<file path="config.mk">
export PLATFORM = sky130hd
export DESIGN_NAME = jtdm_cell
export DESIGN_NICKNAME = d
export VERILOG_FILES = /design/src/rtl/core/assert_macros.svh /design/src/rtl/core/jtdm_pkg.sv /design/src/rtl/core/jtdm_cell.sv
export SDC_FILE = /design/constraint.sdc
export NUM_CORES = 1
export LEC_CHECK = 0
export BUFFER_PORTS_ARGS = -buffer_cell sky130_fd_sc_hd__buf_2
export CORE_AREA = 4 4 149 151
export CTS_CLUSTER_DIAMETER = 40
export DETAILED_ROUTE_END_ITERATION = 12
export DIE_AREA = 0 0 153 155
export GPL_TIMING_DRIVEN = 0
export PLACE_DENSITY = 0.8
export SLEW_MARGIN = 0
export SYNTH_ARGS = -nofsm -noshare
export SYNTH_HDL_FRONTEND = slang
export SYNTH_SLANG_ARGS = --single-unit
export TNS_END_PERCENT = 5
</file>
<file path="constraint.sdc">
create_clock -name clock -period 12.3 [get_ports clock]
set_input_delay 2.46 -clock clock [delete_from_list [all_inputs] [get_ports clock]]
set_output_delay 2.46 -clock clock [all_outputs]
set_load 0.1 [all_outputs]
</file>
<file path="src/rtl/core/assert_macros.svh">
// assertion macros for the mixer rtl, included by jtdm_back
`ifndef ASSERT_MACROS_SVH
`define ASSERT_MACROS_SVH

// same-cycle implication, checked outside reset
`define ASSERT_IMPLIES(label, clk, rst, ante, cons, msg) \
   label: assert property (@(posedge clk) disable iff (rst) (ante) |-> (cons)) \
      else $error(msg);

// next-cycle implication, checked outside reset
`define ASSERT_NEXT(label, clk, rst, ante, cons, msg) \
   label: assert property (@(posedge clk) disable iff (rst) (ante) |=> (cons)) \
      else $error(msg);

`endif

</file>
<file path="src/rtl/core/jtdm_pkg.sv">
// types, widths and constant tables of the tank drive mixer
`default_nettype none

package jtdm_pkg;

   localparam int AXIS_W     = 8;   // joystick axis, signed
   localparam int DRIVE_W    = 8;   // drive percentage, signed
   localparam int CFG_W      = 7;   // configuration register width
   localparam int PADDR_W    = 3;
   localparam int PDATA_W    = 32;
   localparam int CW         = 31;  // cordic x/y datapath, signed
   localparam int ZW         = 26;  // angle accumulator, degrees * 2^16, signed
   localparam int RAD_W      = 32;  // radicand, (x^2 + y^2) << 16
   localparam int REM_W      = 18;  // square root partial remainder
   localparam int ROOT_W     = 16;  // square root result, u8.8
   localparam int MAG_W      = 15;  // clamped magnitude, up to 100.0 in u8.8
   localparam int ANG_W      = 9;   // integer angle 0..359
   localparam int SQRT_STEPS = 16;  // one root bit per cell
   localparam int ATAN_LEN   = 24;

   // atan(2^-i) in degrees * 2^16
   localparam logic signed [ZW-1:0] ATAN_TAB [ATAN_LEN] = '{
      26'sd2949120, 26'sd1740967, 26'sd919879, 26'sd466945,
      26'sd234379,  26'sd117304,  26'sd58666,  26'sd29335,
      26'sd14668,   26'sd7334,    26'sd3667,   26'sd1833,
      26'sd917,     26'sd458,     26'sd229,    26'sd115,
      26'sd57,      26'sd29,      26'sd14,     26'sd7,
      26'sd4,       26'sd2,       26'sd1,      26'sd0
   };

   // register index, taken from paddr bit 2
   typedef enum logic {
      CSR_DEAD_ZONE = 1'b0,
      CSR_FLOOR     = 1'b1
   } jtdm_csr_type;

   // word handed from cell to cell
   typedef struct packed {
      logic signed [CW-1:0] cx;
      logic signed [CW-1:0] cy;
      logic signed [ZW-1:0] z;
      logic [RAD_W-1:0]     rad;
      logic [REM_W-1:0]     rem;
      logic [ROOT_W-1:0]    root;
      logic                 xneg;   // conditioned x below zero
      logic                 yneg;   // conditioned y below zero
      logic                 swap;   // |y| > |x|, octant mirrored
      logic                 pz;     // minor component zero, angle exactly 0
      logic                 peq;    // components equal, angle exactly 45
   } jtdm_cell_type;

endpackage

`default_nettype wire

</file>
<file path="src/rtl/core/jtdm_cell.sv">
// one cell of the chain: a cordic vectoring step (IDX < CORDIC_STAGES) and a square root digit (IDX < 16)
`default_nettype none

module jtdm_cell #(
   parameter int IDX           = 0,
   parameter int CORDIC_STAGES = 16
) (
   input  wire logic                    clock,
   input  wire logic                    reset,
   input  wire logic                    up_valid,
   input  jtdm_pkg::jtdm_cell_type      up_data,
   output logic                         up_ready,
   output logic                         dn_valid,
   output jtdm_pkg::jtdm_cell_type      dn_data,
   input  wire logic                    dn_ready
);
   import jtdm_pkg::*;

   localparam bit ROT_EN  = IDX < CORDIC_STAGES;
   localparam bit SQRT_EN = IDX < SQRT_STEPS;
   localparam logic signed [CW-1:0] RND = CW'((64'd1 << IDX) - 64'd1);

   logic                 v_ff;
   jtdm_cell_type        d_ff, d_in;
   logic                 en;
   logic signed [CW-1:0] cxa, cya, dx, dy;
   logic [REM_W+1:0]     rem_sh, trial;

   assign en       = !v_ff || dn_ready;
   assign up_ready = en;

   always_comb begin
      d_in = up_data;
      // shifts truncate toward zero
      cxa = up_data.cx + (up_data.cx[CW-1] ? RND : '0);
      cya = up_data.cy + (up_data.cy[CW-1] ? RND : '0);
      dx  = cya >>> IDX;
      dy  = cxa >>> IDX;
      if (ROT_EN) begin
         if (!up_data.cy[CW-1]) begin
            d_in.cx = up_data.cx + dx;
            d_in.cy = up_data.cy - dy;
            d_in.z  = up_data.z + ATAN_TAB[IDX];
         end else begin
            d_in.cx = up_data.cx - dx;
            d_in.cy = up_data.cy + dy;
            d_in.z  = up_data.z - ATAN_TAB[IDX];
         end
      end
      rem_sh = {up_data.rem, up_data.rad[RAD_W-1 -: 2]};
      trial  = {2'b00, up_data.root, 2'b01};
      if (SQRT_EN) begin
         d_in.rad = {up_data.rad[RAD_W-3:0], 2'b00};
         if (rem_sh >= trial) begin
            d_in.rem  = REM_W'(rem_sh - trial);
            d_in.root = {up_data.root[ROOT_W-2:0], 1'b1};
         end else begin
            d_in.rem  = REM_W'(rem_sh);
            d_in.root = {up_data.root[ROOT_W-2:0], 1'b0};
         end
      end
   end

   always_ff @(posedge clock) begin
      if (reset) begin
         v_ff <= 1'b0;
      end else if (en) begin
         v_ff <= up_valid;
      end
   end

   always_ff @(posedge clock) begin
      if (en && up_valid) begin
         d_ff <= d_in;
      end
   end

   assign dn_valid = v_ff;
   assign dn_data  = d_ff;

endmodule

`default_nettype wire

</file>
==> summary.txt <==
Floorplanning
  – Chip Height: ~160 um
  – Horiz. Die Dim: between 150 and 200 um
  – Die Area: approximately 24,000 um2
  – I/O pins: 324
  – Core Area: 20,800 um2
  – # rows: 53
  – Initial Utilization: 0.555

Yosys
  – Number of synthesized register bits: 157
  – Xor/xnor cell area share of the yosys netlist: 0.0629
  – Largest family of logic cells by synthesized area: compound AO/OA/AOI/OAI gates
  – Compound-Gate Fraction of Synth Area: 0.189
  – Synth area leaders: edfxtp_1 (41%), ha_1 (14%), xnor2_1 (4.9%)
  – Post-synth top flop: edfxtp_1
  – Yosys synthesis warning count: 0
  – Syn avg cell area: just over 10 um2
  – Share of Yosys cell area claimed by the top area cell type: 0.405
  – Cell area after synthesis: roughly 12,000 um2
  – Async SR Flop Fraction: 0
  – Largest area contributor in the netlist: edfxtp_1
  – Seq/Total Area, Yosys: 0.407
  – Cell variety after synth: between 80 and 90
  – Simple-gate area share of the yosys netlist: 0.103
  – Number of synthesized flops with an enable pin: around 160
  – Post-synthesis mux area share: 0.0344
  – Mapped Cells: 1,149
  – Post-Synth Adder-Cell Area: 0.142

STA
  – Hold Vio Cnt, Final: 0
  – Total Neg Setup Slack: 0 ns
  – Measured slew at the worst slew-check pin: between 1 and 1.5 ns
  – Max frequency: ~0.17 GHz
  – RSZ-0062 raised after global routing: false
  – Slew headroom: 0.132
  – # setup viols final: 0
  – Final worst-path cycle share: 0.481
  – Fin Clk Skew: approximately 0.010 ns
  – Slew Viols, Final: 0
  – Final min period: 5.91 ns

Setup path
  – Crit path max fanout: 10
  – WP data required: between 10 and 15 ns
  – CP Buf/Inv Count: 3
  – Flop2flop setup slack: between 10 and 15 ns
  – Levels on crit path: 12
  – CP Cell Sequence: buf_2 > inv_1 > ha_1 > clkbuf_1 > nand3_1 > a21oi_1 > a2111oi_0 > nor2_1 > a31o_2 > a2111oi_0 > mux2i_1 > xnor2_1
  – Cell family contributing the most delay on the critical path: compound AO/OA/AOI/OAI gates
  – CP dominant cell by count: a2111oi_0
  – Slowest Stage Delay on Critical Path: 0.87 ns
  – Worst Reg-to-Reg Cells: 4
  – CP startpoint kind: input pin
  – CP Class: input pin to flip-flop
  – Crit-path slowest cell: a2111oi_0
  – CP endpoint kind: flip-flop
  – Arrival time at the worst endpoint: ~6 ns

GRT
  – Largest net degree at the start of global routing: 63
  – Met1 GRT Util: 0.392
  – Tot GR Track Use: 0.308
  – M3 GR Usage: 0.0420
  – GR Overflow Total: 0
  – Initial antenna violation count: 13
  – Grt met2 use: 0.527
  – GRT Max-Usage Layer: met2
  – Global-route wire length before repair: 57,300 um
  – Vias in the first global route: 10,200

Route
  – Final WL: approximately 38,000 um
  – Drt via density: 5.85
  – Detail Route Antenna Nets: 0
  – Drt pass-1 iters: 6
  – Initial DRC count: about 970
  – WL/cell: 21.2 um
  – Vias: ~10,000
  – Residual DRC count: 0

Power and ir drop
  – Combinational share of power: 0.418
  – Clock share of power: 0.259
  – Sequential power share: 0.323
  – Internal power: 0.00115 W
  – VDD IR max: 0.0901 mV
  – Overall Power: 0.00211 W
  – Power per Cell Area: 148 nW/um2
  – Sw frac: 0.455
  – Leak: ~6.5 nW
  – Switching power: around 0.00096 W

Cells and area
  – Multi-input gate area: a little over 6000 um2
  – Fillers: 1,705
  – Register Area: ~4700 um2
  – Fraction of layout cells with a size suffix above 1: 0.276
  – Commonest non-fill, non-tap cell in the layout: buf_2
  – Nets: between 1,500 and 2,000
  – Most frequent cells in the layout: buf_2 (328), edfxtp_1 (156), inv_1 (127), ha_1 (125), a21oi_1 (113)
  – Area growth syn-to-layout: 23.0%

Clock network
  – TritonCTS clock tree: yes
  – H-tree depth: 4
  – Post_cts resized: 0
  – Setup Buffers After CTS: 0
  – CTS max path bufs: 2
  – TritonCTS buffer count: 17
  – Reg clk slew, reported paths: roughly 0.07 ns
  – Hold buffer count at CTS: 0
  – Clock Latency Late Sink: ~0.43 ns
  – Total clock sinks: roughly 160
  – Clock root cell: clkbuf_16

Placement
  – Routability congestion estimate: around 0.96
  – I/O Buffers: 321
  – Dpl hpwl: roughly 30,000 um

Worst hold path
  – Hold crit path type: flip-flop to flip-flop
  – Depth of the worst hold-timing path: 2

Status
  – Status: complete, no violations

Job
  – Max Cap Viol: 0
-- power groups by stage --
stage	Clock, W	Sequential (W)	Combinational [W]
floorplan	0	0.00108	0.000297
global placement	0	0.000697	0.000860
detailed placement	0	0.000692	0.000869
CTS	0.000549	0.000681	0.000873
global route	0.000576	0.000685	0.000923
finish	0.000547	0.000680	0.000880
-- flip-flops by register name, indices dropped and copies added (netlist names) --
register  cells
dn_valid      1
dn_data     156
-- per-stage QoR --
stage                     instances   util  hold slack (ns)  area, um2  setup slack [ns]
after floorplan                1150      -             1.73      11600              4.83
after global placement         1746  0.649            0.547      13500              4.14
after detailed placement       1748  0.652            0.562      13600              5.99
after CTS                      1780  0.682            0.573      14200              6.44
after global routing           1792  0.683            0.611      14200              6.27
final                          1792  0.683            0.594      14200              6.39
-- cell usage after synthesis (4+ instances only) --
cell	number
nor2b_1	8
edfxtp_1	156
nor2_1	79
o21bai_1	32
nor3_1	19
a211oi_1	11
o21a_1	10
mux2i_1	18
mux2_2	10
a31oi_1	4
fa_1	4
xnor2_1	65
and2_1	7
nor4_1	6
clkbuf_1	28
ha_1	125
and3_1	7
a21oi_1	113
o22ai_1	6
nand2_1	45
inv_1	127
a31o_2	5
nand4_1	13
nand3_1	18
xor2_1	18
mux2_4	7
a21o_1	21
o21ai_0	56
nand2b_1	10
buf_1	6
buf_2	7
a221oi_1	6
o31ai_1	9
or2_2	5
a2111oi_0	7
a311o_1	4
-- path summary, 6_finish.rpt --
path	from	endpoint
max	up_data[103]	dn_data[119]$_DFFE_PP_
max reg2reg	dn_valid$_SDFFE_PP0N_	dn_data[150]$_DFFE_PP_
min reg2reg	dn_valid$_SDFFE_PP0N_	dn_valid$_SDFFE_PP0N_
min	dn_valid$_SDFFE_PP0N_	dn_valid$_SDFFE_PP0N_
-- routing by layer --
metal,up-vias,part of all wire
met5,-,0.00053
met4,2,0.042
met3,94,0.078
met2,586,0.49
met1,4964,0.39
li1,4831,-
-- tightest hold or removal path, stage by stage, from the launching register on --
cell	delay, ns
dfxtp_1	0.31
nand2b_1	0.14
a21oi_1	0.10
-- final cells by class --
cell class / count / area share
Timing Repair Buffer: 323 / 0.117
Inverter: 131 / 0.0346
Tap cell: 275 / 0.0242
Clock buffer: 17 / 0.0299
Buffer: 47 / 0.0160
Multi-Input combinational cell: 815 / 0.432
Clock inverter: 15 / 0.0133
Sequential cell: 157 / 0.331
Antenna cell: 12 / 0.00211
-- cell families (layout without fill, tap and decap cells) --
group                      Yosys count  after routing
AOI/OAI and AO/OA                  330            330
xor gates and xnor gates            83             83
adders and majority gates          129            129
buffers and inverters              178            533
DFF                                157            157
muxes                               35             35
other                                1             14
and+or+nand+nor                    236            236
(Power assumes the default switching activity.)
