## src/rtl/core/assert_macros.svh

```systemverilog
// assertion macros for the mixer rtl, included by jtdm_back
`ifndef ASSERT_MACROS_SVH
`define ASSERT_MACROS_SVH

// same-cycle implication, checked outside reset
`define ASSERT_IMPLIES(label, clk, rst, ante, cons, msg) \
   label: assert property (@(posedge clk) disable iff (rst) (ante) |-> (cons)) \
      else $error(msg);

// next-cycle implication, checked outside reset
`define ASSERT_NEXT(label, clk, rst, ante, cons, msg) \
   label: assert property (@(posedge clk) disable iff (rst) (ante) |=> (cons)) \
      else $error(msg);

`endif

```

## src/rtl/core/jtdm_pkg.sv

```systemverilog
// types, widths and constant tables of the tank drive mixer
`default_nettype none

package jtdm_pkg;

   localparam int AXIS_W     = 8;   // joystick axis, signed
   localparam int DRIVE_W    = 8;   // drive percentage, signed
   localparam int CFG_W      = 7;   // configuration register width
   localparam int PADDR_W    = 3;
   localparam int PDATA_W    = 32;
   localparam int CW         = 31;  // cordic x/y datapath, signed
   localparam int ZW         = 26;  // angle accumulator, degrees * 2^16, signed
   localparam int RAD_W      = 32;  // radicand, (x^2 + y^2) << 16
   localparam int REM_W      = 18;  // square root partial remainder
   localparam int ROOT_W     = 16;  // square root result, u8.8
   localparam int MAG_W      = 15;  // clamped magnitude, up to 100.0 in u8.8
   localparam int ANG_W      = 9;   // integer angle 0..359
   localparam int SQRT_STEPS = 16;  // one root bit per cell
   localparam int ATAN_LEN   = 24;

   // atan(2^-i) in degrees * 2^16
   localparam logic signed [ZW-1:0] ATAN_TAB [ATAN_LEN] = '{
      26'sd2949120, 26'sd1740967, 26'sd919879, 26'sd466945,
      26'sd234379,  26'sd117304,  26'sd58666,  26'sd29335,
      26'sd14668,   26'sd7334,    26'sd3667,   26'sd1833,
      26'sd917,     26'sd458,     26'sd229,    26'sd115,
      26'sd57,      26'sd29,      26'sd14,     26'sd7,
      26'sd4,       26'sd2,       26'sd1,      26'sd0
   };

   // register index, taken from paddr bit 2
   typedef enum logic {
      CSR_DEAD_ZONE = 1'b0,
      CSR_FLOOR     = 1'b1
   } jtdm_csr_type;

   // word handed from cell to cell
   typedef struct packed {
      logic signed [CW-1:0] cx;
      logic signed [CW-1:0] cy;
      logic signed [ZW-1:0] z;
      logic [RAD_W-1:0]     rad;
      logic [REM_W-1:0]     rem;
      logic [ROOT_W-1:0]    root;
      logic                 xneg;   // conditioned x below zero
      logic                 yneg;   // conditioned y below zero
      logic                 swap;   // |y| > |x|, octant mirrored
      logic                 pz;     // minor component zero, angle exactly 0
      logic                 peq;    // components equal, angle exactly 45
   } jtdm_cell_type;

endpackage

`default_nettype wire

```

## src/rtl/core/jtdm_channels.sv

```systemverilog
// valid/ready channel interfaces for joystick samples and drive results
`default_nettype none

interface jtdm_req_if;
   logic                                  valid;
   logic                                  ready;
   logic signed [jtdm_pkg::AXIS_W-1:0]    axis_x;
   logic signed [jtdm_pkg::AXIS_W-1:0]    axis_y;

   modport source (output valid, output axis_x, output axis_y, input ready);
   modport sink   (input valid, input axis_x, input axis_y, output ready);
endinterface


`default_nettype wire

```

## src/rtl/core/jtdm_front.sv

```systemverilog
// input conditioning: dead zone, clamp, octant fold and squared length
`default_nettype none

module jtdm_front (
   input  wire logic                           clock,
   input  wire logic                           reset,
   input  wire logic [jtdm_pkg::CFG_W-1:0]     dead_zone,
   jtdm_req_if.sink                            req,
   output logic                                dn_valid,
   output jtdm_pkg::jtdm_cell_type             dn_data,
   input  wire logic                           dn_ready
);
   import jtdm_pkg::*;

   logic                       va_ff;
   logic signed [AXIS_W-1:0]   xa_ff, ya_ff;
   logic signed [AXIS_W-1:0]   xa_in, ya_in;
   logic                       vb_ff;
   jtdm_cell_type              b_ff, b_in;
   logic                       en_a, en_b;
   logic [6:0]                 ax, ay, px, py;
   logic [13:0]                sx, sy;
   logic [14:0]                sq;

   function automatic logic signed [AXIS_W-1:0] cond_axis(
      input logic signed [AXIS_W-1:0] v,
      input logic [CFG_W-1:0]         dz
   );
      logic [AXIS_W-1:0]        mag;
      logic signed [AXIS_W-1:0] res;
      mag = v[AXIS_W-1] ? AXIS_W'(-v) : AXIS_W'(v);
      if (mag < {1'b0, dz}) begin
         res = '0;
      end else if (v > 8'sd100) begin
         res = 8'sd100;
      end else if (v < -8'sd100) begin
         res = -8'sd100;
      end else begin
         res = v;
      end
      return res;
   endfunction

   assign en_b      = !vb_ff || dn_ready;
   assign en_a      = !va_ff || en_b;
   assign req.ready = en_a;

   always_comb begin
      xa_in = cond_axis(req.axis_x, dead_zone);
      ya_in = cond_axis(req.axis_y, dead_zone);
   end

   always_ff @(posedge clock) begin
      if (reset) begin
         va_ff <= 1'b0;
      end else if (en_a) begin
         va_ff <= req.valid;
      end
   end

   always_ff @(posedge clock) begin
      if (en_a && req.valid) begin
         xa_ff <= xa_in;
         ya_ff <= ya_in;
      end
   end

   // fold into the first octant and seed the cell chain
   always_comb begin
      ax = 7'(xa_ff[AXIS_W-1] ? -xa_ff : xa_ff);
      ay = 7'(ya_ff[AXIS_W-1] ? -ya_ff : ya_ff);
      sx = ax * ax;
      sy = ay * ay;
      sq = {1'b0, sx} + {1'b0, sy};
      b_in.swap = ay > ax;
      px = b_in.swap ? ay : ax;
      py = b_in.swap ? ax : ay;
      b_in.cx   = CW'({px, 20'b0});
      b_in.cy   = CW'({py, 20'b0});
      b_in.z    = '0;
      b_in.rad  = {1'b0, sq, 16'b0};
      b_in.rem  = '0;
      b_in.root = '0;
      b_in.xneg = xa_ff[AXIS_W-1];
      b_in.yneg = ya_ff[AXIS_W-1];
      b_in.pz   = py == 7'd0;
      b_in.peq  = py == px;
   end

   always_ff @(posedge clock) begin
      if (reset) begin
         vb_ff <= 1'b0;
      end else if (en_b) begin
         vb_ff <= va_ff;
      end
   end

   always_ff @(posedge clock) begin
      if (en_b && va_ff) begin
         b_ff <= b_in;
      end
   end

   assign dn_valid = vb_ff;
   assign dn_data  = b_ff;

endmodule

`default_nettype wire

```

## src/flat_wrapper.sv

```systemverilog
// flat-port wrapper written by rule: the top's interface ports become plain ports
module jtdm_front_flat import jtdm_pkg::*;
  (clock, reset, dead_zone, dn_valid, dn_data, dn_ready, req_valid, req_axis_x, req_axis_y, req_ready);
  jtdm_req_if req_i ();
  input  wire logic clock;
  input  wire logic reset;
  input  wire logic [jtdm_pkg::CFG_W-1:0] dead_zone;
  output logic dn_valid;
  output jtdm_pkg::jtdm_cell_type dn_data;
  input  wire logic dn_ready;
  input wire logic [$bits(req_i.valid)-1:0] req_valid;
  input wire logic [$bits(req_i.axis_x)-1:0] req_axis_x;
  input wire logic [$bits(req_i.axis_y)-1:0] req_axis_y;
  output wire logic [$bits(req_i.ready)-1:0] req_ready;
  assign req_i.valid = req_valid;
  assign req_i.axis_x = req_axis_x;
  assign req_i.axis_y = req_axis_y;
  assign req_ready = req_i.ready;
  jtdm_front u_core (.clock(clock), .reset(reset), .dead_zone(dead_zone), .req(req_i), .dn_valid(dn_valid), .dn_data(dn_data), .dn_ready(dn_ready));
endmodule
```

## config.mk

```make
export PLATFORM = sky130hd
export DESIGN_NAME = jtdm_front_flat
export DESIGN_NICKNAME = d
export VERILOG_FILES = /design/src/rtl/core/assert_macros.svh /design/src/rtl/core/jtdm_pkg.sv /design/src/rtl/core/jtdm_channels.sv /design/src/rtl/core/jtdm_front.sv /design/src/flat_wrapper.sv
export SDC_FILE = /design/constraint.sdc
export NUM_CORES = 1
export LEC_CHECK = 0
export BUFFER_PORTS_ARGS = -buffer_cell sky130_fd_sc_hd__buf_2
export CELL_PAD_IN_SITES_DETAIL_PLACEMENT = 0
export CELL_PAD_IN_SITES_GLOBAL_PLACEMENT = 1
export CORE_UTILIZATION = 40
export CTS_CLUSTER_SIZE = 20
export DETAILED_ROUTE_END_ITERATION = 12
export GPL_ROUTABILITY_DRIVEN = 0
export PLACE_DENSITY_LB_ADDON = 0.1
export SYNTH_ARGS = -nofsm -noshare
export SYNTH_HDL_FRONTEND = slang
export SYNTH_SLANG_ARGS = --single-unit
```

## constraint.sdc

```tcl
create_clock -name clock -period 9.19 [get_ports clock]
set_clock_uncertainty 0.15 [all_clocks]
set_input_delay 0.4595 -clock clock [delete_from_list [all_inputs] [get_ports clock]]
set_output_delay 0.4595 -clock clock [all_outputs]
set_load 0.02 [all_outputs]
```

==> reports/results.txt <==
Residual DRC -> 0
Max-slew violations -> 0
FF+latch area -> 1540 µm²
Overflow after GRT -> 0
Longest Clk Path Bufs -> 2
Relative slew slack -> 41.8%
Die width -> 129 µm
First-pass iteration count of the detailed router -> 4
#FFs+latches synth -> 52
CTS H-tree lvls -> 2
Critical path launch point type -> flip-flop
Row count -> 45
Io pins -> 188
Critical path class -> flip-flop to flip-flop
Largest net degree at the start of global routing -> 35
RSZ-0062 raised after global routing -> no
Fillers -> 1548
Synth Instances -> 676
Total GRT Usage -> 15.5%
Final TNS setup -> 0 ns
Number of antenna violations at the first check in global routing -> 0
Achievable Freq -> 0.134 GHz
Post-CTS Resized -> 0
Worst path slowest cell -> xor2_1
CTS Hold Buffers Added -> 0
Number of CTS-inserted buffers -> 5
Hold Path Depth -> 2
Clock Sinks -> 52
Area delta synth->final -> 4.58%
Status -> finished clean
Clock root buffer -> clkbuf_16
Routed WL -> 12300 µm
Critical Path Most Common Cell -> inv_1
Routed Antenna Nets -> 0
Crit end category -> flip-flop
Avg WL per Cell -> 12.8 µm
Starting Density -> 41.7%
Hold Startpoint -> reset
Via Count -> 4259
Worst-Margin Slew -> 0.869 ns
NumNets Final -> 899
Mean post-synth cell area -> 9.51 µm²
Port buffer count -> 62
Warnings from Yosys -> 0
Crit path largest cell delay -> 0.72 ns
Synth Cell Area -> 6430 µm²
Critical path buffers and inverters -> 6
Critical path depth -> 24
Largest delay share family, worst path -> adder cells
Vias/cell -> 4.44
Critical R2R Launch -> u_core.ya_ff[0]
Clock latency on the worst-skew pair -> 0.30 ns
Tcrit/Tclk final -> 81.1%
Worst R2R End -> u_core.dn_data[69]
Setup Buffers After CTS -> 0
Synth cell types -> 48
Number of synthesized flops with an enable pin -> 50
Crit path time final -> 7.46 ns
Antenna cells -> 0
Die Ht -> 129 µm
Hold WC Path Type -> input pin to flip-flop
Finish-stage setup viols -> 0
R2r setup slk -> 1.73 ns
R2R cell count -> 24
Vias in the first global route -> 4038
WP data arrival -> 7.36 ns
Clk slew on worst S/H paths -> 0.08 ns
Fraction of registers with async set/reset -> 0%
Layout cell share with drive strength beyond 1 -> 11.6%
Hold Fails Final Rpt -> 0
CTS tree -> yes
First-pass GRT wire length -> 20000 µm
Initial DRC Count -> 147
Total die area -> 16600 µm²
Worst path cell trace -> inv_1 > ha_1 > nand2b_1 > o21ai_0 > xor2_1 > nor2_1 > ha_1 > xnor2_1 > fa_1 > inv_1 > fa_1 > inv_1 > fa_1 > inv_1 > fa_1 > inv_1 > fa_1 > inv_1 > ha_1 > a21oi_1 > o22ai_1 > o41a_1 > a221oi_1 > xnor2_1
Register area share after synthesis -> 24.0%
Detailed Place HPWL -> 10300 µm
Multi-input logic area -> 4020 µm²
Core area -> 15400 µm²
Hold Path End -> u_core.dn_valid
# Max-Cap Violations -> 0
Synth Flop Type -> edfxtp_1
CP Max Fanout -> 10
CP required -> 9.10 ns
cells in the mapped netlist (all sizes together), types with 2 or more instances:
library cell | instances | share of area, %
buf | 125 | 15
inv | 101 | 5.9
ha | 76 | 15
nor2 | 58 | 3.4
edfxtp | 50 | 23
fa | 49 | 15
a21oi | 33 | 2.6
nand2 | 29 | 1.7
xnor2 | 24 | 3.3
o21ai | 19 | 1.5
a21o | 14 | 1.6
xor2 | 13 | 2.1
nand2b | 12 | 1.2
nand3 | 8 | 0.62
nand4 | 7 | 0.68
o31ai | 7 | 1.2
nor2b | 6 | 0.58
clkbuf | 4 | 0.23
nor4b | 4 | 0.55
mux2i | 3 | 0.47
o41ai | 3 | 0.41
or3 | 3 | 0.37
a311o | 2 | 0.31
a31oi | 2 | 0.19
and2 | 2 | 0.19
dfxtp | 2 | 0.62
nor3 | 2 | 0.16
nor3b | 2 | 0.23
o211a | 2 | 0.31
o21bai | 2 | 0.23
or4 | 2 | 0.23
placed cells by master (no fill, tap or decap), types with 3 or more instances in the layout:
cell type and count:
conb_1 125, inv_1 98, ha_1 76, buf_2 62, nor2_1 58, edfxtp_1 50, fa_1 49, a21oi_1 33
nand2_1 29, xnor2_1 24, o21ai_0 18, a21o_1 14, nand2b_1 12, xor2_1 12, nand3_1 8, nand4_1 7
buf_4 7, nor2b_1 5, clkbuf_16 5, o31ai_1 4, nor4b_1 4, o41ai_1 3, mux2i_1 3
cell families (layout without fill, tap and decap cells):
| logic type | Yosys count | in the layout | synth area share, % |
|---|---|---|---|
| buffers and inverters | 230 | 178 | 20.8 |
| AND/OR/NAND/NOR | 138 | 138 | 10.2 |
| adder cells (fa/ha/maj) | 125 | 125 | 30.1 |
| AO/OA/AOI/OAI | 90 | 90 | 9.11 |
| flip-flops | 52 | 52 | 24.0 |
| XOR/XNOR | 37 | 37 | 5.33 |
| multiplexers | 3 | 3 | 0.467 |
| other | 1 | 125 | 0.0584 |
worst max-delay path by stage:
stage | start | slack [ns] | endpoint
detailed placement | u_core.ya_ff[0] | 1.76 | u_core.dn_data[69]
global route | u_core.ya_ff[0] | 1.30 | u_core.dn_data[69]
floorplan | u_core.ya_ff[0] | 2.42 | u_core.dn_data[69]
CTS | u_core.ya_ff[0] | 1.77 | u_core.dn_data[69]
finish | u_core.ya_ff[0] | 1.73 | u_core.dn_data[69]
global placement | u_core.ya_ff[0] | 1.91 | u_core.dn_data[69]
area by class of cell:
cell class,count,share of cell area [%]
clock buffers,5,1.86
clock inverters,3,0.410
inverters,101,5.68
multi-input cells,518,59.8
flip-flops and latches,52,22.9
well taps,211,3.93
repair buffers,69,5.40
metal layers:
layer | GRT usage (%) | vias up | wire (µm)
li1 | - | 2111 | -
met1 | 21.2 | 1978 | 5630
met2 | 25.6 | 154 | 5870
met3 | 1.66 | 16 | 551
met4 | 4.98 | 0 | 247
met5 | 0 | - | 0
registers in the layout (all words and copies together) (netlist names):
name and flops:
u_core.va_ff 1, u_core.xa_ff 8, u_core.ya_ff 8, u_core.dn_data 34, u_core.dn_valid 1
worst register-to-register path: stages, from the launching register on:
cell and delay (ns):
edfxtp_1 0.55, inv_1 0.32, ha_1 0.23, nand2b_1 0.08, o21ai_0 0.20, xor2_1 0.72
nor2_1 0.15, ha_1 0.35, xnor2_1 0.15, fa_1 0.48, inv_1 0.05, fa_1 0.53
inv_1 0.05, fa_1 0.52, inv_1 0.05, fa_1 0.52, inv_1 0.05, fa_1 0.49
inv_1 0.04, ha_1 0.36, a21oi_1 0.18, o22ai_1 0.11, o41a_1 0.42, a221oi_1 0.34
xnor2_1 0.11
stage by stage:
stage	utilization (%)	cells	instance area [µm²]	hold slack [ns]	worst slack [ns]
global placement	42.6	951	6570	0.349	1.91
detailed placement	42.6	951	6570	0.369	1.76
global route	43.6	959	6720	0.176	1.30
CTS	43.6	959	6720	0.175	1.77
floorplan	-	800	6890	0.328	2.42
finish	43.6	959	6720	0.178	1.73
Power is not shown: default switching activity piles up to over one toggle a cycle in this logic, so the estimate is an artifact.
