`src/rtl/core/assert_macros.svh`:
```
// assertion macros for the mixer rtl, included by jtdm_back
`ifndef ASSERT_MACROS_SVH
`define ASSERT_MACROS_SVH

// same-cycle implication, checked outside reset
`define ASSERT_IMPLIES(label, clk, rst, ante, cons, msg) \
   label: assert property (@(posedge clk) disable iff (rst) (ante) |-> (cons)) \
      else $error(msg);

// next-cycle implication, checked outside reset
`define ASSERT_NEXT(label, clk, rst, ante, cons, msg) \
   label: assert property (@(posedge clk) disable iff (rst) (ante) |=> (cons)) \
      else $error(msg);

`endif

```
`src/rtl/core/jtdm_pkg.sv`:
```
// types, widths and constant tables of the tank drive mixer
`default_nettype none

package jtdm_pkg;

   localparam int AXIS_W     = 8;   // joystick axis, signed
   localparam int DRIVE_W    = 8;   // drive percentage, signed
   localparam int CFG_W      = 7;   // configuration register width
   localparam int PADDR_W    = 3;
   localparam int PDATA_W    = 32;
   localparam int CW         = 31;  // cordic x/y datapath, signed
   localparam int ZW         = 26;  // angle accumulator, degrees * 2^16, signed
   localparam int RAD_W      = 32;  // radicand, (x^2 + y^2) << 16
   localparam int REM_W      = 18;  // square root partial remainder
   localparam int ROOT_W     = 16;  // square root result, u8.8
   localparam int MAG_W      = 15;  // clamped magnitude, up to 100.0 in u8.8
   localparam int ANG_W      = 9;   // integer angle 0..359
   localparam int SQRT_STEPS = 16;  // one root bit per cell
   localparam int ATAN_LEN   = 24;

   // atan(2^-i) in degrees * 2^16
   localparam logic signed [ZW-1:0] ATAN_TAB [ATAN_LEN] = '{
      26'sd2949120, 26'sd1740967, 26'sd919879, 26'sd466945,
      26'sd234379,  26'sd117304,  26'sd58666,  26'sd29335,
      26'sd14668,   26'sd7334,    26'sd3667,   26'sd1833,
      26'sd917,     26'sd458,     26'sd229,    26'sd115,
      26'sd57,      26'sd29,      26'sd14,     26'sd7,
      26'sd4,       26'sd2,       26'sd1,      26'sd0
   };

   // register index, taken from paddr bit 2
   typedef enum logic {
      CSR_DEAD_ZONE = 1'b0,
      CSR_FLOOR     = 1'b1
   } jtdm_csr_type;

   // word handed from cell to cell
   typedef struct packed {
      logic signed [CW-1:0] cx;
      logic signed [CW-1:0] cy;
      logic signed [ZW-1:0] z;
      logic [RAD_W-1:0]     rad;
      logic [REM_W-1:0]     rem;
      logic [ROOT_W-1:0]    root;
      logic                 xneg;   // conditioned x below zero
      logic                 yneg;   // conditioned y below zero
      logic                 swap;   // |y| > |x|, octant mirrored
      logic                 pz;     // minor component zero, angle exactly 0
      logic                 peq;    // components equal, angle exactly 45
   } jtdm_cell_type;

endpackage

`default_nettype wire

```
`src/rtl/core/jtdm_channels.sv`:
```
// valid/ready channel interfaces for joystick samples and drive results
`default_nettype none


interface jtdm_rsp_if;
   logic                                  valid;
   logic                                  ready;
   logic signed [jtdm_pkg::DRIVE_W-1:0]   left_drive;
   logic signed [jtdm_pkg::DRIVE_W-1:0]   right_drive;

   modport source (output valid, output left_drive, output right_drive, input ready);
   modport sink   (input valid, input left_drive, input right_drive, output ready);
endinterface

`default_nettype wire

```
`src/rtl/core/jtdm_back.sv`:
```
// angle recovery, track factors, drive products and result register
`default_nettype none
`include "assert_macros.svh"

module jtdm_back (
   input  wire logic                           clock,
   input  wire logic                           reset,
   input  wire logic [jtdm_pkg::CFG_W-1:0]     mag_floor,
   input  wire logic                           up_valid,
   input  jtdm_pkg::jtdm_cell_type             up_data,
   output logic                                up_ready,
   jtdm_rsp_if.source                          rsp
);
   import jtdm_pkg::*;

   localparam logic [23:0]       DEG45  = 24'd2949120;
   localparam logic [23:0]       DEG90  = 24'd5898240;
   localparam logic [23:0]       DEG180 = 24'd11796480;
   localparam logic [ROOT_W-1:0] MAG_MAX = 16'd25600;

   // round(256 * n / 45) for n = 0..45
   localparam logic [8:0] Q28_TAB [46] = '{
      9'd0,   9'd6,   9'd11,  9'd17,  9'd23,  9'd28,  9'd34,  9'd40,
      9'd46,  9'd51,  9'd57,  9'd63,  9'd68,  9'd74,  9'd80,  9'd85,
      9'd91,  9'd97,  9'd102, 9'd108, 9'd114, 9'd119, 9'd125, 9'd131,
      9'd137, 9'd142, 9'd148, 9'd154, 9'd159, 9'd165, 9'd171, 9'd176,
      9'd182, 9'd188, 9'd193, 9'd199, 9'd205, 9'd210, 9'd216, 9'd222,
      9'd228, 9'd233, 9'd239, 9'd245, 9'd250, 9'd256
   };

   logic                       v1_ff, v2_ff, v3_ff, vo_ff;
   logic                       en1, en2, en3, eno;
   logic [MAG_W-1:0]           mag1_ff, mag1_in, mag2_ff;
   logic [ANG_W-1:0]           ang1_ff, ang1_in;
   logic signed [9:0]          fl2_ff, fr2_ff, fl2_in, fr2_in;
   logic signed [25:0]         prod_l_ff, prod_r_ff, prod_l_in, prod_r_in;
   logic signed [DRIVE_W-1:0]  left_ff, right_ff, left_in, right_in;
   logic signed [ZW-1:0]       zc;
   logic [23:0]                oct, q, phi;
   logic [7:0]                 deg;
   logic [MAG_W:0]             floor_mag;

   function automatic logic signed [6:0] left_num(input logic [ANG_W-1:0] a);
      logic signed [10:0] s;
      logic signed [10:0] r;
      s = $signed({2'b00, a});
      if (a <= 9'd90) begin
         r = 11'sd45;
      end else if (a <= 9'd180) begin
         r = 11'sd135 - s;
      end else if (a <= 9'd225) begin
         r = s - 11'sd225;
      end else if (a < 9'd270) begin
         r = 11'sd225 - s;
      end else if (a <= 9'd315) begin
         r = -11'sd45;
      end else begin
         r = (s <<< 1) - 11'sd675;
      end
      return 7'(r);
   endfunction

   // gap after 224 is filled with full reverse
   function automatic logic signed [6:0] right_num(input logic [ANG_W-1:0] a);
      logic signed [10:0] s;
      logic signed [10:0] r;
      s = $signed({2'b00, a});
      if (a == 9'd0) begin
         r = -11'sd45;
      end else if (a < 9'd90) begin
         r = s - 11'sd45;
      end else if (a <= 9'd180) begin
         r = 11'sd45;
      end else if (a < 9'd225) begin
         r = 11'sd405 - (s <<< 1);
      end else if (a <= 9'd270) begin
         r = -11'sd45;
      end else if (a <= 9'd315) begin
         r = s - 11'sd315;
      end else begin
         r = 11'sd315 - s;
      end
      return 7'(r);
   endfunction

   function automatic logic signed [9:0] to_q28(input logic signed [6:0] n);
      logic [5:0] m;
      logic [8:0] r;
      m = 6'(n[6] ? -n : n);
      r = Q28_TAB[m];
      return n[6] ? -$signed({1'b0, r}) : $signed({1'b0, r});
   endfunction

   function automatic logic signed [DRIVE_W-1:0] trunc16(input logic signed [25:0] p);
      logic signed [25:0] adj;
      adj = p + (p[25] ? 26'sd65535 : 26'sd0);
      return DRIVE_W'(adj >>> 16);
   endfunction

   assign eno      = !vo_ff || rsp.ready;
   assign en3      = !v3_ff || eno;
   assign en2      = !v2_ff || en3;
   assign en1      = !v1_ff || en2;
   assign up_ready = en1;

   // magnitude clamp and integer angle
   always_comb begin
      floor_mag = {1'b0, mag_floor, 8'b0};
      if (up_data.root > MAG_MAX) begin
         mag1_in = MAG_W'(MAG_MAX);
      end else if ({1'b0, up_data.root} < floor_mag) begin
         mag1_in = '0;
      end else begin
         mag1_in = MAG_W'(up_data.root);
      end
      if (up_data.z < 0) begin
         zc = '0;
      end else if (up_data.z > $signed({2'b00, DEG45})) begin
         zc = $signed({2'b00, DEG45});
      end else begin
         zc = up_data.z;
      end
      if (up_data.pz) begin
         oct = '0;
      end else if (up_data.peq) begin
         oct = DEG45;
      end else begin
         oct = 24'(zc);
      end
      q   = up_data.swap ? DEG90 - oct : oct;
      phi = up_data.xneg ? DEG180 - q : q;
      deg = phi[23:16];
      if (up_data.yneg) begin
         ang1_in = {1'b0, deg};
      end else if (deg == 8'd0) begin
         ang1_in = '0;
      end else begin
         ang1_in = 9'd360 - {1'b0, deg};
      end
   end

   always_comb begin
      fl2_in    = to_q28(left_num(ang1_ff));
      fr2_in    = to_q28(right_num(ang1_ff));
      prod_l_in = $signed({1'b0, mag2_ff}) * fl2_ff;
      prod_r_in = $signed({1'b0, mag2_ff}) * fr2_ff;
      left_in   = trunc16(prod_l_ff);
      right_in  = trunc16(prod_r_ff);
   end

   always_ff @(posedge clock) begin
      if (reset) begin
         v1_ff <= 1'b0;
         v2_ff <= 1'b0;
         v3_ff <= 1'b0;
         vo_ff <= 1'b0;
      end else begin
         if (en1) begin
            v1_ff <= up_valid;
         end
         if (en2) begin
            v2_ff <= v1_ff;
         end
         if (en3) begin
            v3_ff <= v2_ff;
         end
         if (eno) begin
            vo_ff <= v3_ff;
         end
      end
   end

   always_ff @(posedge clock) begin
      if (en1 && up_valid) begin
         mag1_ff <= mag1_in;
         ang1_ff <= ang1_in;
      end
      if (en2 && v1_ff) begin
         mag2_ff <= mag1_ff;
         fl2_ff  <= fl2_in;
         fr2_ff  <= fr2_in;
      end
      if (en3 && v2_ff) begin
         prod_l_ff <= prod_l_in;
         prod_r_ff <= prod_r_in;
      end
      if (eno && v3_ff) begin
         left_ff  <= left_in;
         right_ff <= right_in;
      end
   end

   assign rsp.valid       = vo_ff;
   assign rsp.left_drive  = left_ff;
   assign rsp.right_drive = right_ff;

   `ASSERT_IMPLIES(a_ang_range, clock, reset, v1_ff, ang1_ff < 9'd360, "angle beyond 359")
   `ASSERT_NEXT(a_prod_hold, clock, reset, v3_ff && vo_ff && !rsp.ready, v3_ff && $stable(prod_l_ff) && $stable(prod_r_ff), "stalled product lost")
   `ASSERT_IMPLIES(a_drive_range, clock, reset, vo_ff, (left_ff <= 8'sd100) && (left_ff >= -8'sd100) && (right_ff <= 8'sd100) && (right_ff >= -8'sd100), "drive beyond 100 percent")

endmodule

`default_nettype wire

```
`src/flat_wrapper.sv`:
```
// flat-port wrapper written by rule: the top's interface ports become plain ports
module jtdm_back_flat import jtdm_pkg::*;
  (clock, reset, mag_floor, up_valid, up_data, up_ready, rsp_valid, rsp_left_drive, rsp_right_drive, rsp_ready);
  jtdm_rsp_if rsp_i ();
  input  wire logic clock;
  input  wire logic reset;
  input  wire logic [jtdm_pkg::CFG_W-1:0] mag_floor;
  input  wire logic up_valid;
  input  jtdm_pkg::jtdm_cell_type up_data;
  output logic up_ready;
  output wire logic [$bits(rsp_i.valid)-1:0] rsp_valid;
  output wire logic [$bits(rsp_i.left_drive)-1:0] rsp_left_drive;
  output wire logic [$bits(rsp_i.right_drive)-1:0] rsp_right_drive;
  input wire logic [$bits(rsp_i.ready)-1:0] rsp_ready;
  assign rsp_valid = rsp_i.valid;
  assign rsp_left_drive = rsp_i.left_drive;
  assign rsp_right_drive = rsp_i.right_drive;
  assign rsp_i.ready = rsp_ready;
  jtdm_back u_core (.clock(clock), .reset(reset), .mag_floor(mag_floor), .up_valid(up_valid), .up_data(up_data), .up_ready(up_ready), .rsp(rsp_i));
endmodule
```
`config.mk`:
```
export PLATFORM = sky130hd
export DESIGN_NAME = jtdm_back_flat
export DESIGN_NICKNAME = d
export VERILOG_FILES = /design/src/rtl/core/jtdm_pkg.sv /design/src/rtl/core/jtdm_channels.sv /design/src/rtl/core/jtdm_back.sv /design/src/flat_wrapper.sv
export VERILOG_INCLUDE_DIRS = /design/src /design/src/rtl/core
export SDC_FILE = /design/constraint.sdc
export NUM_CORES = 1
export LEC_CHECK = 0
export ABC_AREA = 1
export BUFFER_PORTS_ARGS = -buffer_cell sky130_fd_sc_hd__buf_2
export CAP_MARGIN = 20
export CORE_ASPECT_RATIO = 0.8
export CORE_MARGIN = 2
export CORE_UTILIZATION = 40
export DETAILED_ROUTE_END_ITERATION = 8
export SYNTH_ARGS = -nofsm -noshare
export SYNTH_HDL_FRONTEND = slang
export SYNTH_SLANG_ARGS = --single-unit
```
`constraint.sdc`:
```
create_clock -name clock -period 6.1 [get_ports clock]
set_input_delay 0.305 -clock clock [delete_from_list [all_inputs] [get_ports clock]]
set_output_delay 0.305 -clock clock [all_outputs]
set_load 0.01 [all_outputs]
```
==> results of run 1 <==
[timing repair]
action / in CTS / in global routing
setup endpoints to repair: 0 / 7
hold endpoints to repair: 0 / 0
setup buffers: 0 / 11
resized for setup: 0 / 10
[layout by cell type, fill, tap and decap left out, types with 58 or more instances in the layout]
cell type	Yosys	final
edfxtp_1	125	125
fa_1	206	206
inv_1	537	536
o21ai_0	64	58
nand3_1	142	142
nand2_1	717	717
ha_1	225	225
buf_4	5	73
buf_2	5	75
nor2_1	153	151
a21oi_1	86	85
[kinds of logic (layout without fill, tap and decap cells)]
family                     Yosys count  count (layout)  synth area share, %
buffers and inverters              636             742                 12.6
and+or+nand+nor                   1117            1117                 23.7
adders and majority gates          431             431                 34.9
DFF                                129             129                 19.3
AOI/OAI and AO/OA                  219             219                 6.37
xor gates and xnor gates            73              73                 3.21
[state kept, by name, indices dropped and copies added (netlist names)]
name	count
u_core.ang1_ff	9
u_core.fl2_ff	10
u_core.fr2_ff	10
u_core.mag1_ff	15
u_core.mag2_ff	15
u_core.prod_l_ff	25
u_core.prod_r_ff	25
u_core.rsp.left_drive	8
u_core.rsp.right_drive	8
u_core.rsp.valid	1
u_core.v1_ff	1
u_core.v2_ff	1
u_core.v3_ff	1
[critical path, stage by stage, from the launching register on]
cell and delay (ns):
edfxtp_1 0.43, buf_4 0.22, buf_4 0.16, nand2_1 0.09, fa_1 0.52, fa_1 0.49
inv_1 0.05, fa_1 0.53, inv_1 0.06, fa_1 0.53, inv_1 0.06, fa_1 0.42
ha_1 0.35, a21oi_1 0.23, o21a_1 0.14, o221ai_1 0.12, a21oi_2 0.20, o21ai_1 0.12
a31oi_1 0.23, o21ai_1 0.13, a21oi_1 0.14, nor2_1 0.06, nor2_1 0.11, xor2_1 0.08
[routing by layer]
| layer | GRT usage (%) | vias up | wire (µm) |
|---|---|---|---|
| li1 | - | 8227 | - |
| met1 | 26.6 | 7587 | 22400 |
| met2 | 29.1 | 362 | 19800 |
| met3 | 3.40 | 35 | 2630 |
| met4 | 4.97 | 0 | 711 |
| met5 | 0 | - | 0 |
[per-stage QoR]
step / util, % / cell area, µm² / hold slack, ns / setup slack, ns / std cells
2_1_floorplan: - / 19900 / 0.374 / 0.203 / 2605
3_3_place_gp: 42.9 / 21200 / 0.401 / 0.219 / 3342
3_5_place_dp: 42.9 / 21200 / 0.405 / 0.147 / 3342
4_1_cts: 44.2 / 21800 / 0.0384 / 0.114 / 3374
5_1_grt: 44.4 / 22000 / 0.0495 / 0.0290 / 3386
6_report: 44.4 / 22000 / 0.0652 / 0.378 / 3386
[layout make-up]
type                       count  area (µm²)  share of cell area, %
sequential                   129        3830                   17.5
multi-input combinational   1840       13600                   61.9
clock buffer                  17         425                   1.94
tap                          675         845                   3.85
clock inverter                15         181                  0.826
inverter                     559        2100                   9.57
timing repair buffer         151         983                   4.48
[final timing paths]
| kind | depth (start not counted) | slack (ns) | to | start |
|---|---|---|---|---|
| hold / removal | 2 | 0.07 | u_core.v3_ff$_SDFFE_PP0P_ | reset |
| setup reg to reg | 23 | 0.38 | u_core.prod_r_ff[25]$_DFFE_PP_ | u_core.mag2_ff[3]$_DFFE_PP_ |
| setup / recovery | 23 | 0.38 | u_core.prod_r_ff[25]$_DFFE_PP_ | u_core.mag2_ff[3]$_DFFE_PP_ |
| hold reg to reg | 0 | 0.41 | u_core.mag2_ff[4]$_DFFE_PP_ | u_core.mag1_ff[4]$_SDFFCE_PP0P_ |
==> qor.txt, run 1 <==
Post-DP HPWL - 37.1 mm
Post-synthesis register bit count - 129
Fin nets - 3299
Fin crit period - 5.72 ns
GR Overflow Total - 0
Clock Skew - 0.0142 ns
Synth top area cells - fa_1 (21%), edfxtp_1 (19%), ha_1 (14%), nand2_1 (14%), inv_1 (10%)
Die area - 51600 µm²
Initial antenna violation count - 0
Synth cell types - 58
Count leader, synth - nand2_1
Synth cell count leaders - nand2_1 (717), inv_1 (537), ha_1 (225)
Post-Route WL - 45.5 mm
Vias - 16200
ANT nets after route - 0
CTS Buf Count - 17
Final Setup Violations - 0
Maximum net fanout on the critical path - 8
Total DRC errors in the routed layout - 0
Worst skew pair latency - 0.45 ns
CTS Buffer Depth - 2
Clock transition at the registers of the reported paths - 0.06 ns
Fin crit share - 93.8%
Core area - 49400 µm²
I/O pin total - 188
Syn_area_per_cell - 7.64 µm²
Synth Cell Area - 19900 µm²
Fraction of registers with async set/reset - 0%
Largest area contributor in the netlist - fa_1
P&R area growth vs syn - 10.3%
# clock sinks - 129
Count of hold-fix buffers inserted at cts - 0
Proportion of netlist area held by the largest area contributor - 20.7%
Fill cells - 4901
Final Max Tran Viols - 0
Vias per cell - 4.79
RSZ-0062 raised after global routing - no
Setup TNS after final layout - 0 ns
Post-synth EDFFs - 125
YS warnings - 0
Seq/Total Area, Yosys - 19.3%
Post-Syn Instances - 2605
Main synth FF type - edfxtp_1
Root Driver - clkbuf_16
Syn nets - 3206
Die Span X - 253 µm
Hold Violations, Final - 0
Layout cell share with drive strength beyond 1 - 10.3%
Worst slew pin tran - 0.760 ns
Relative slew slack - 49.3%
DRT iter0 DRCs - 1056
Initial Utilization - 40.3%
Gpl congestion - 0.908
Critical Path Start Type - register
Vias in the first global route - 16200
Diode count - 0
Drt first pass iters - 6
F_max - 0.175 GHz
Arrival @ worst endpoint - 5.92 ns
Data required time of the critical path - 6.30 ns
Rows - 73
Worst hold path class - in2reg
Max-cap violations - 0
CTS tree - yes
H-tree depth - 4
Port bufs - 75
DR WL/cell - 13.4 µm
Largest net degree at the start of global routing - 51
WS Path Type - reg2reg
Tot GR Track Use - 18.6%
First-pass GRT wire length - 78.0 mm
CP endpoint kind - register
Die Span Y - 204 µm
Status - finished, final reports clean
Power of run 1 is not shown: default switching activity piles up to over one toggle a cycle in this logic, so the estimate is an artifact.
==> run 2: changes to the inputs <==
ABC_AREA = default   (was 1)
CORE_UTILIZATION = 50   (was 40)
PLACE_DENSITY = 0.72   (was default)
==> qor.txt, run 2 <==
Count leader, synth - inv_1
Crit path from - u_core.mag2_ff[5]$_DFFE_PP_
Footprint of the multi-input gates - 15300 µm² (+12%)
Post-DP HPWL - 38.8 mm (+4.7%)
Worst slew pin tran - 0.975 ns (+0.215 ns)
Synth Cell Area - 20500 µm² (+2.8%)
DR WL/cell - 17.0 µm (+27%)
Drt first pass iters - 5 (-1)
Most frequent cells in the layout - inv_1 (256), ha_1 (225), nand2_1 (214)
Commonest non-fill, non-tap cell in the layout - inv_1
Final cell count without fillers - 2840 (-16%)
CTS Buffer Depth - 2 (unchanged)
Critical R2R Launch - u_core.mag2_ff[5]$_DFFE_PP_
Post-synth EDFFs - 125 (unchanged)
I/O pin total - 188 (unchanged)
Critical Path Start Type - register
First-pass GRT wire length - 80.7 mm (+3.5%)
Fin crit share - 96.8% (+3.0 points)
FF+latch area - 3830 µm² (unchanged)
Synth cell count leaders - inv_1 (256), ha_1 (225), nand2_1 (214)
Post-Route WL - 48.3 mm (+6.2%)
Vias per cell - 5.78 (+21%)
Port bufs - 75 (unchanged)
F_max - 0.169 GHz (-3.1%)
Core area - 40500 µm² (-18%)
Max-cap violations - 0 (unchanged)
Die Span X - 230 µm (-9.2%)
Count of hold-fix buffers inserted at cts - 0 (unchanged)
Tot GR Track Use - 23.4% (+4.7 points)
Worst-case reg-to-reg path depth - 19 (-17%)
ANT nets after route - 0 (unchanged)
YS warnings - 0 (unchanged)
Data required time of the critical path - 6.26 ns (-0.04 ns)
Final worst slack - 0.193 ns (-0.185 ns)
Placed Area - 21800 µm² (+2.7%)
Setup crit end - u_core.prod_r_ff[22]$_DFFE_PP_
Largest area contributor in the netlist - fa_1
# clock sinks - 129 (unchanged)
Clock Skew - 0.0185 ns (+0.00438 ns)
Synth cell types - 127 (+120%)
Die area - 42600 µm² (-17%)
DRT iter0 DRCs - 1245 (+18%)
Final Max Tran Viols - 0 (unchanged)
Maximum net fanout on the critical path - 10 (+2)
Syn_area_per_cell - 9.39 µm² (+23%)
Finished layout cell area - 22500 µm² (+2.5%)
CTS Buf Count - 17 (unchanged)
Arrival @ worst endpoint - 6.07 ns (+0.15 ns)
Fraction of registers with async set/reset - 0% (unchanged)
Gpl congestion - 0.924 (+1.8%)
Dpl ws - 0.174 ns (+0.0267 ns)
Vias in the first global route - 16600 (+2.1%)
Worst skew pair latency - 0.46 ns (about the same)
Fin nets - 2884 (-13%)
Initial antenna violation count - 0 (unchanged)
Post-synthesis register bit count - 129 (unchanged)
Seq/Total Area, Yosys - 18.7% (-0.53 points)
Layout cell share with drive strength beyond 1 - 13.7% (+3.4 points)
Fill cells - 3593 (-27%)
P&R area growth vs syn - 9.95%
Fin crit period - 5.91 ns (+0.185 ns)
Total DRC errors in the routed layout - 0 (unchanged)
Final Setup Violations - 0 (unchanged)
H-tree depth - 4 (unchanged)
Synth top area cells - fa_1 (20%), edfxtp_1 (18%), ha_1 (14%), inv_1 (4.7%), and2_1 (4.5%)
Proportion of netlist area held by the largest area contributor - 20.1% (-0.57 points)
Initial Utilization - 50.5% (+10 points)
Largest net degree at the start of global routing - 51 (unchanged)
Diode count - 0 (unchanged)
Root Driver - clkbuf_16
Placed Cells - 2795 (-16%)
WS Path Type - reg2reg
Die Span Y - 185 µm (-9.1%)
Post-Syn Instances - 2180 (-16%)
Rows - 66 (-9.6%)
Vias - 16400 (+1.3%)
RR Endpoint - u_core.prod_r_ff[22]$_DFFE_PP_
Clock transition at the registers of the reported paths - 0.07 ns (about the same)
Status - finished, final reports clean
R2R Setup Slk - 0.19 ns (-0.18 ns)
Main synth FF type - edfxtp_1
CTS tree - yes
GR Overflow Total - 0 (unchanged)
Hold Violations, Final - 0 (unchanged)
CP endpoint kind - register
Worst hold path class - in2reg
Relative slew slack - 34.7% (-15 points)
Syn nets - 2781 (-13%)
Regs by FF count - u_core.prod_l_ff: 25 flops, u_core.prod_r_ff: 25 flops
## run 2: through the flow
step           setup TNS (ns)  hold WS [ns]  util, %
4_1_cts                     0        0.0211     55.2
3_5_place_dp                0         0.415     53.7
6_report                    0        0.0407     55.5
3_3_place_gp                0         0.405     53.7
2_1_floorplan               0         0.374        -
5_1_grt               -0.0264        0.0386     55.5
## run 2: cell type report
cell class / instances / share of cell area [%]
Clock buffer: 20 / 2.03
Clock inverter: 12 / 0.550
Inverter: 262 / 4.37
Multi-Input combinational cell: 1697 / 67.8
Sequential cell: 129 / 17.0
Tap cell: 544 / 3.02
Timing Repair Buffer: 176 / 5.14
## run 2: worst max-delay path, stage by stage (launching register included)
cell,delay (ns)
edfxtp_1,0.55
buf_6,0.20
nand2_1,0.09
fa_1,0.55
inv_1,0.05
fa_1,0.50
inv_1,0.05
fa_1,0.49
inv_1,0.06
fa_1,0.51
fa_1,0.50
ha_1,0.35
inv_1,0.05
o21bai_1,0.13
a21oi_1,0.12
o21ai_0,0.17
o211ai_1,0.19
a2111o_1,0.42
a31oi_1,0.39
o311ai_0,0.23
## run 2: cells by family after synthesis
| group | Yosys count | share of synthesized area, % |
|---|---|---|
| adders and majority gates | 431 | 33.9 |
| xor gates and xnor gates | 110 | 4.82 |
| and+or+nand+nor | 700 | 18.2 |
| muxes | 25 | 1.44 |
| AOI/OAI and AO/OA | 431 | 16.0 |
| buffers and inverters | 354 | 6.87 |
| DFF | 129 | 18.7 |
## run 2: how the worst min path moves through the flow
stage | start | end | slack (ns) | depth (start not counted)
after CTS | reset | u_core.v1_ff$_SDFFE_PP0N_ | 0.02 | 2
after floorplan | reset | u_core.v1_ff$_SDFFE_PP0N_ | 0.37 | 1
after global placement | u_core.mag1_ff[0]$_SDFFCE_PP0P_ | u_core.mag2_ff[0]$_DFFE_PP_ | 0.41 | 0
after detailed placement | u_core.mag1_ff[6]$_SDFFCE_PP0P_ | u_core.mag2_ff[6]$_DFFE_PP_ | 0.42 | 0
final | reset | u_core.v1_ff$_SDFFE_PP0N_ | 0.04 | 2
after global routing | reset | u_core.v1_ff$_SDFFE_PP0N_ | 0.04 | 2
## run 2: repair_timing
action                     4_1_cts  5_1_grt
setup buffers                    0       13
setup endpoints to repair        0        9
resized for setup                0        8
## run 2: per-layer routing
| layer | part of all wire, % | up-vias | GRT usage (%) |
|---|---|---|---|
| met1 | 46 | 8082 | 31.8 |
| met2 | 47 | 523 | 39.2 |
| li1 | - | 7768 | - |
| met5 | 0 | - | 0 |
| met4 | 0.95 | 0 | 5.55 |
| met3 | 6.1 | 43 | 3.65 |
Power of run 2 is left out for the same reason.
